<file path="config.mk">
export PLATFORM = sky130hd
export DESIGN_NAME = rbm_rank
export DESIGN_NICKNAME = d
export VERILOG_FILES = /design/src/hw/rtl/rbm_pkg.sv /design/src/hw/rtl/rbm_rank.sv
export SDC_FILE = /design/constraint.sdc
export NUM_CORES = 1
export LEC_CHECK = 0
export BUFFER_PORTS_ARGS = -buffer_cell sky130_fd_sc_hd__clkbuf_2
export CAP_MARGIN = 20
export CORE_MARGIN = 2
export CORE_UTILIZATION = 35
export CTS_BUF_LIST = sky130_fd_sc_hd__clkbuf_16
export DETAILED_ROUTE_END_ITERATION = 12
export SLEW_MARGIN = 30
export SYNTH_ARGS = -nofsm -noshare
export SYNTH_HDL_FRONTEND = slang
export SYNTH_SLANG_ARGS = --single-unit
</file>
<file path="constraint.sdc">
create_clock -name clk -period 7.51 [get_ports clk]
set_input_delay 1.502 -clock clk [delete_from_list [all_inputs] [get_ports clk]]
set_output_delay 1.502 -clock clk [all_outputs]
set_load 0.01 [all_outputs]
</file>
<file path="src/hw/rtl/rbm_pkg.sv">
`default_nettype none

package rbm_pkg;

	localparam int MAX_WIDTH_DEF = 1024;

	localparam int CH_W        = 8;
	localparam int PIX_W       = 3 * CH_W;
	localparam int BRIGHT_W    = CH_W + 2;
	localparam int FW_W        = 11;
	localparam int FH_W        = 16;
	localparam int ROW_W       = 16;
	localparam int COL_FIELD_W = 10;

	localparam int WIN_N       = 9;
	localparam int MEDIAN_RANK = 4;

	localparam int FIFO_DEPTH  = 4;

	localparam int ADDR_W      = 3;
	localparam int DATA_W      = 32;

	localparam logic [FW_W-1:0] FRAME_WIDTH_RST  = 11'd640;
	localparam logic [FH_W-1:0] FRAME_HEIGHT_RST = 16'd480;

	typedef enum logic [0:0] {
		REG_FRAME_WIDTH  = 1'b0,
		REG_FRAME_HEIGHT = 1'b1
	} reg_idx_t;

	// red in the top byte, blue in the bottom byte
	typedef logic [PIX_W-1:0] pixel_t;

	typedef struct packed {
		logic [CH_W-1:0] red_in;
		logic [CH_W-1:0] green_in;
		logic [CH_W-1:0] blue_in;
	} pix_in_t;

	typedef struct packed {
		logic [ROW_W-1:0]       out_row;
		logic [COL_FIELD_W-1:0] out_col;
		logic [CH_W-1:0]        red_out;
		logic [CH_W-1:0]        green_out;
		logic [CH_W-1:0]        blue_out;
		logic                   last_of_run;
	} pix_out_t;

	// what an item carries down the pipeline besides its window
	typedef struct packed {
		logic                   med;
		logic                   brd;
		logic [ROW_W-1:0]       med_row;
		logic [COL_FIELD_W-1:0] med_col;
		logic [ROW_W-1:0]       brd_row;
		logic [COL_FIELD_W-1:0] brd_col;
		pixel_t                 brd_px;
	} tag_t;

endpackage

`default_nettype wire

</file>
<file path="src/hw/rtl/rbm_rank.sv">
`default_nettype none

module rbm_rank
	import rbm_pkg::*;
(
	input  wire logic   clk,
	input  wire logic   arst_n,
	input  wire logic   en,
	input  wire logic   valid,
	input  wire pixel_t win [WIN_N],
	input  wire tag_t   tag,
	output logic        valid_s4,
	output pixel_t      median,
	output tag_t        tag_s4
);

	localparam int RANK_W = $clog2(WIN_N);

	logic                v_s2, v_s3;
	pixel_t              win_s2 [WIN_N];
	pixel_t              win_s3 [WIN_N];
	pixel_t              win_s4 [WIN_N];
	tag_t                tag_s2, tag_s3;
	logic [BRIGHT_W-1:0] bright_s3 [WIN_N];
	logic [WIN_N-1:0]    before_s4 [WIN_N];
	logic [WIN_N-1:0]    before_c [WIN_N];
	logic [RANK_W-1:0]   rank [WIN_N];
	logic [WIN_N-1:0]    sel;

	always_ff @(posedge clk or negedge arst_n) begin
		if (!arst_n) begin
			v_s2     <= 1'b0;
			v_s3     <= 1'b0;
			valid_s4 <= 1'b0;
		end else if (en) begin
			v_s2     <= valid;
			v_s3     <= v_s2;
			valid_s4 <= v_s3;
		end
	end

	// before_c[k][m]: window pixel m sorts ahead of pixel k (stable order)
	always_comb begin
		for (int k = 0; k < WIN_N; k++) begin
			for (int m = 0; m < WIN_N; m++) begin
				before_c[k][m] = (bright_s3[m] < bright_s3[k]) ||
					((bright_s3[m] == bright_s3[k]) && (m < k));
			end
		end
	end

	always_ff @(posedge clk) begin
		if (en) begin
			win_s2 <= win;
			tag_s2 <= tag;
			for (int k = 0; k < WIN_N; k++) begin
				bright_s3[k] <= BRIGHT_W'(win_s2[k][23:16]) + BRIGHT_W'(win_s2[k][15:8]) +
					BRIGHT_W'(win_s2[k][7:0]);
			end
			win_s3    <= win_s2;
			tag_s3    <= tag_s2;
			before_s4 <= before_c;
			win_s4    <= win_s3;
			tag_s4    <= tag_s3;
		end
	end

	always_comb begin
		median = '0;
		for (int k = 0; k < WIN_N; k++) begin
			rank[k] = '0;
			for (int m = 0; m < WIN_N; m++) begin
				rank[k] = rank[k] + RANK_W'(before_s4[k][m]);
			end
			sel[k] = (rank[k] == RANK_W'(MEDIAN_RANK));
			median = median | (win_s4[k] & {PIX_W{sel[k]}});
		end
	end

	// the stable ranks form a permutation, so exactly one pixel holds the middle rank;
	// only a full window is checked, border items may carry unwritten store data
	a_one_median: assert property (@(posedge clk) disable iff (!arst_n)
		(valid_s4 && tag_s4.med) |-> $onehot(sel))
		else $error("median select is not one-hot");

endmodule

`default_nettype wire

</file>
## After elaboration in Yosys (flattened, before gate mapping)

Memories as Yosys holds them, arrays and structs flattened.
Cells that the tools add are included.

| word-level totals | value |
|---|---|
| register bits | 966 |
| RAM bits | 90 |
| input bits | 298 |
| output and inout port bits | 103 |
| logic and storage cells | 332 |
| memories kept | 1 |

Memory list:

| name | depth | width | read ports | clocked after memory_dff | write ports | line | source |
|---|---|---|---|---|---|---|---|
| bright_s3 | 9 | 10 | 9 | 0 | 9 | rbm_rank.sv:24 | `logic [BRIGHT_W-1:0] bright_s3 [WIN_N];` |

| cells by class | value |
|---|---|
| add/subtract/negate cells | 90 |
| $lt $le $gt $ge | 81 |
| equality and inequality tests | 45 |
| muxes and demuxes | 2 |
| bitwise gates (word level) | 17 |
| reduce and logical (&&, ||, !) cells | 36 |

Operators with widths:

| operator | count |
|---|---|
| 10-bit < comparator | 81 |
| 10-bit == test | 36 |
| 4-bit by 1-bit adder with 4-bit output | 55 |
| 24-bit AND | 9 |
| 24-bit OR | 8 |
| 9-bit by 8-bit adder with 10-bit output | 9 |
| 8-bit by 8-bit adder with 9-bit output | 9 |
| 4-bit by 3-bit == test with 1-bit output (second input constant) | 9 |
| 1-bit logical OR | 36 |
| 1-bit by 1-bit adder with 2-bit output | 9 |
| 3-bit by 1-bit adder with 4-bit output | 4 |
| 2-bit by 1-bit adder with 3-bit output | 4 |
| 1-bit two-way mux | 2 |

## Logic depth before layout (Yosys ltp)

| logic depth | value |
|---|---|
| depth in word-level cells | 18 |
| mapped depth | 14 |
| depth with buffers taken out | 13 |

## Worst setup path after synthesis

Ideal clock, no wire load.

| timing | value |
|---|---|
| kind | register -> output |
| from | reg before_s4[65] (netlist name) |
| to | out median[21] |
| arrival | 3572 ps |
| data required time | 6008 ps |
| setup slack | 2436 ps |
| stages on the path, launching flop included | 15 |
| path buffers | 1 |
| cell sequence | edfxtp_1 fa_1 inv_1 fa_1 inv_1 fa_1 ha_1 inv_1 fa_1 and2_1 a21oi_2 buf_6 nor3b_1 a2111oi_2 nand3_1 |

| on the way | value |
|---|---|
| cells in the longest elaborated chain, start to end | 17 |

RTL lines:

| element | line | source |
|---|---|---|
| start: declaration | rbm_rank.sv:25 | `logic [WIN_N-1:0] before_s4 [WIN_N];` |
| start signal: assignment | rbm_rank.sv:62 | `before_s4 <= before_c;` |
| 2-bit by 1-bit adder with 3-bit output | rbm_rank.sv:73 | `rank[k] = rank[k] + RANK_W'(before_s4[k][m]);` |
| 3-bit by 1-bit adder with 4-bit output | rbm_rank.sv:73 |  |
| 4-bit by 1-bit adder with 4-bit output (5 in series) | rbm_rank.sv:73 |  |
| 4-bit by 3-bit == test with 1-bit output | rbm_rank.sv:75 | `sel[k] = (rank[k] == RANK_W'(MEDIAN_RANK));` |
| 24-bit AND | rbm_rank.sv:76 | `median = median \| (win_s4[k] & {PIX_W{sel[k]}});` |
| 24-bit OR (8 in series) | rbm_rank.sv:76 |  |
| end: declaration | rbm_rank.sv:13 | `output pixel_t median,` |

Every way passes these cells.

## Worst setup path after layout

| timing | value |
|---|---|
| from | reg before_s4[74] (netlist name) |
| to | out median[2] |

The elaborated chain is that of the path after synthesis.

==> out/metrics.yaml <==
power.share.switching: 0.4436
synth_edf_count: 1044
clockPowerShare: 0.188
drtIter0Drc: 2733
finalCritPeriodShare: 0.9440
dieArea_um2: 141700
comb_power_share: 0.504
synthAdderAreaFrac: 0.1666
pwr-share-seq: 0.308
io_pins: 401
worst_slack_ns: 0.4206
fmax_mhz: 141.1
grt_first_pass_wirelength_um: 197100
synth_top_family_by_area: "adder cells"
numPortBuffers: 400
rsz0062_at_grt: "false"
final.min_clock_period_ns: 7.089
synth_warnings: 0
grt_pass1_vias: 27950
synth.area.top_cells: "edfxtp_1 (65%), ha_1 (14%), fa_1 (2.2%)"
cp.depth: 13
synth_xor_area_frac: 0.02129
status: "completed"
finalSetupViolations: 0
cts_buffers: 106
register_area_um2: 31430
yosys_register_bits: 1047
multi_input_area_um2: 16310
r2r_cells: 13
peakVddDrop_v: 0.0005185
clkTransAtPathRegs_ns: 0.06
synth_largest_area_cell: "edfxtp_1"
drv_slew: 0
critPathMostFrequentCell: "fa_1"
p_per_area_nw_per_um2: 483.7
maxSlewHeadroom: 0.2799
synthMuxAreaShare: 0.0006961
place_hpwl_um: 106800
cts_sinks: 1047
cts_setup_buffers: 0
tightest_slew_ns: 1.080
syn-mean-instance-area_um2: 15.58
synth-simple-area-share: 0.05981
die_w_um: 376.4
r2r_end: "bright_s3[0][58]$_DFFE_PP_"
hold_violations: 0
cts_max_level: 3
maxCapViolations: 0
fin_nets: 4545
totalPowerFinal_mw: 27.29
fin_skew_ns: 0.04719
gp_congestion: 0.9359
final_common_cell: "edfxtp_1"
cts_hold_buf: 0
cts_tree: "built"
coreArea_um2: 137500
p_int_mw: 15.18
clk_path_buf_depth: 3
cp_top_family: "adder cells"
path_cells: "fa_1 -> inv_1 -> fa_1 -> inv_1 -> fa_1 -> ha_1 -> inv_1 -> fa_1 -> nand2_1 -> nor2_1 -> a222oi_1 -> nand3_1 -> clkbuf_2"
synth-seq-area-share: 0.6475
critical_path.startpoint: "before_s4[74]$_DFFE_PP_"
yosys_most_used_dff: "edfxtp_1"
drt-total-wl_um: 140200
setup_tns_ns: 0
grt_antenna_before_repair: 10
drt_pass1_iterations: 10
critPathCapture: "median[2]"
ctsResizeCount: 0
clkLatencyLatePin_ns: 0.73
clockRootBuffer: "clkbuf_16"
grt_start_max_net_pins: 194
hold_class: "reg -> reg"
overflow: 0
drc_errors: 0
critPathMaxFanout: 16
p_leak_nw: 22.38
syn_area_um2: 48530
arrival_ns: 5.59
num_vias: 28680
rrSetupSlack_ns: 4.03
synth_compound_area_frac: 0.08722
wire_per_inst_um: 25.40
crit_type: "reg -> out"
syn2layout_area_growth_pct: 16.25
final.fill_count: 12520
netlist-cell-type-count: 62
antenna_left: 0
grt.total_usage: 0.1951
critPathBufInv: 4
pre_cts_ws_ns: 1.253
viasPerCell: 5.197
slowest_stage: "nor2_1"
reg2reg_from: "win_s2[80]$_DFFE_PP_"
row_count: 136
cp_data_required_time_ns: 6.01
postSynthCellCount: 3115
die_y_um: 376.4
max_stage_delay_ns: 0.90
hold_ws_ns: 0.3940
final_layout_size_suffix_gt1_frac: 0.1701
p_switching_mw: 12.11
final_cell_mix: "edfxtp_1 (1044), ha_1 (560), clkbuf_2 (399)"
synth_top_cell_area_share: 0.6460
start_util: 0.3530
async_reset_ff_frac: 0.002865
crit_path_start_kind: "register"
critPathCaptureType: "output pin"
==> logic make-up after synthesis <==
family / count (synthesis)
AND/OR/NAND/NOR: 536
XOR/XNOR: 118
buffers and inverters: 200
adder cells (fa/ha/maj): 614
other: 1
flip-flops: 1047
multiplexers: 3
AO/OA/AOI/OAI: 596
==> Yosys cell counts, types with 9 or more instances <==
cell	instances
a2111o_1	10
and4_1	10
a21o_1	100
a2111oi_0	25
nand3_1	43
nand4_1	57
o41ai_1	18
a22oi_1	24
nand2b_1	24
o21bai_1	9
or2_2	12
nor3_1	58
ha_1	560
or3_1	9
a211oi_1	25
nor2b_1	44
edfxtp_1	1044
a222oi_1	24
fa_1	54
o21ba_2	12
xnor2_1	99
and2_1	14
inv_1	179
o21ai_0	102
a21oi_1	142
nand2_1	38
o211ai_1	12
nor2_1	143
nor3b_1	72
o21a_1	44
xor2_1	19
==> worst reg2reg max path: stages, from the launching register on <==
cell and delay [ns]:
edfxtp_1 0.48, ha_1 0.28, fa_1 0.44, a21o_1 0.20, a211oi_1 0.23, nor2_1 0.10, nor2_1 0.13, xnor2_1 0.27
ha_1 0.36, o21ai_0 0.09, nand2b_1 0.09, a21oi_1 0.20, o21ba_2 0.19, xnor2_1 0.12
==> power groups by stage <==
| stage | clock, mW | combinational (mW) | sequential, mW |
|---|---|---|---|
| after global placement | 0 | 13.2 | 8.52 |
| after global routing | 5.47 | 15.2 | 8.42 |
| after detailed placement | 0 | 13.6 | 8.51 |
| final | 5.13 | 13.8 | 8.40 |
| after CTS | 5.26 | 13.6 | 8.39 |
| after floorplan | 0 | 8.19 | 7.85 |
==> per-layer routing <==
metal | wire, µm | GRT usage
met2 | 65970 | 0.3184
met3 | 9742 | 0.04235
met5 | 100 | 0
met4 | 7296 | 0.09396
met1 | 57070 | 0.2463
==> registers in the layout, indices dropped and copies added, names as in the netlist, 72 cells and up <==
signal,cells
tag_s3,78
tag_s2,78
before_s4,72
bright_s3,90
win_s4,216
win_s3,216
tag_s4,78
win_s2,216
==> final cells by class <==
class,instances,share of cell area
clock inverters,90,0.01333
well taps,1794,0.03979
flip-flops and latches,1047,0.5570
repair buffers,430,0.04167
diodes,3,0.0001331
multi-input cells,1869,0.2891
inverters,179,0.01191
clock buffers,106,0.04702
==> how the worst min path moves through the flow <==
| stage | startpoint | to | slack [ns] | depth (start not counted) |
|---|---|---|---|---|
| 2_1_floorplan | tag_s2[0]$_DFFE_PP_ | tag_s3[0]$_DFFE_PP_ | 0.40 | 0 |
| 5_1_grt | win_s3[91]$_DFFE_PP_ | win_s4[91]$_DFFE_PP_ | 0.39 | 0 |
| 6_report | win_s3[185]$_DFFE_PP_ | win_s4[185]$_DFFE_PP_ | 0.39 | 0 |
| 3_3_place_gp | tag_s2[77]$_DFFE_PP_ | tag_s3[77]$_DFFE_PP_ | 0.40 | 0 |
| 4_1_cts | win_s3[4]$_DFFE_PP_ | win_s4[4]$_DFFE_PP_ | 0.38 | 0 |
| 3_5_place_dp | tag_s2[10]$_DFFE_PP_ | tag_s3[10]$_DFFE_PP_ | 0.40 | 0 |
==> through the flow <==
| step | instances | utilization | area [µm²] |
|---|---|---|---|
| after global placement | 5316 | 0.3850 | 52930 |
| final | 5518 | 0.4103 | 56420 |
| after floorplan | 3116 | - | 48540 |
| after global routing | 5515 | 0.4103 | 56410 |
| after CTS | 5513 | 0.4099 | 56350 |
| after detailed placement | 5317 | 0.3851 | 52950 |
No activity file was read; power rests on OpenSTA's default activity.
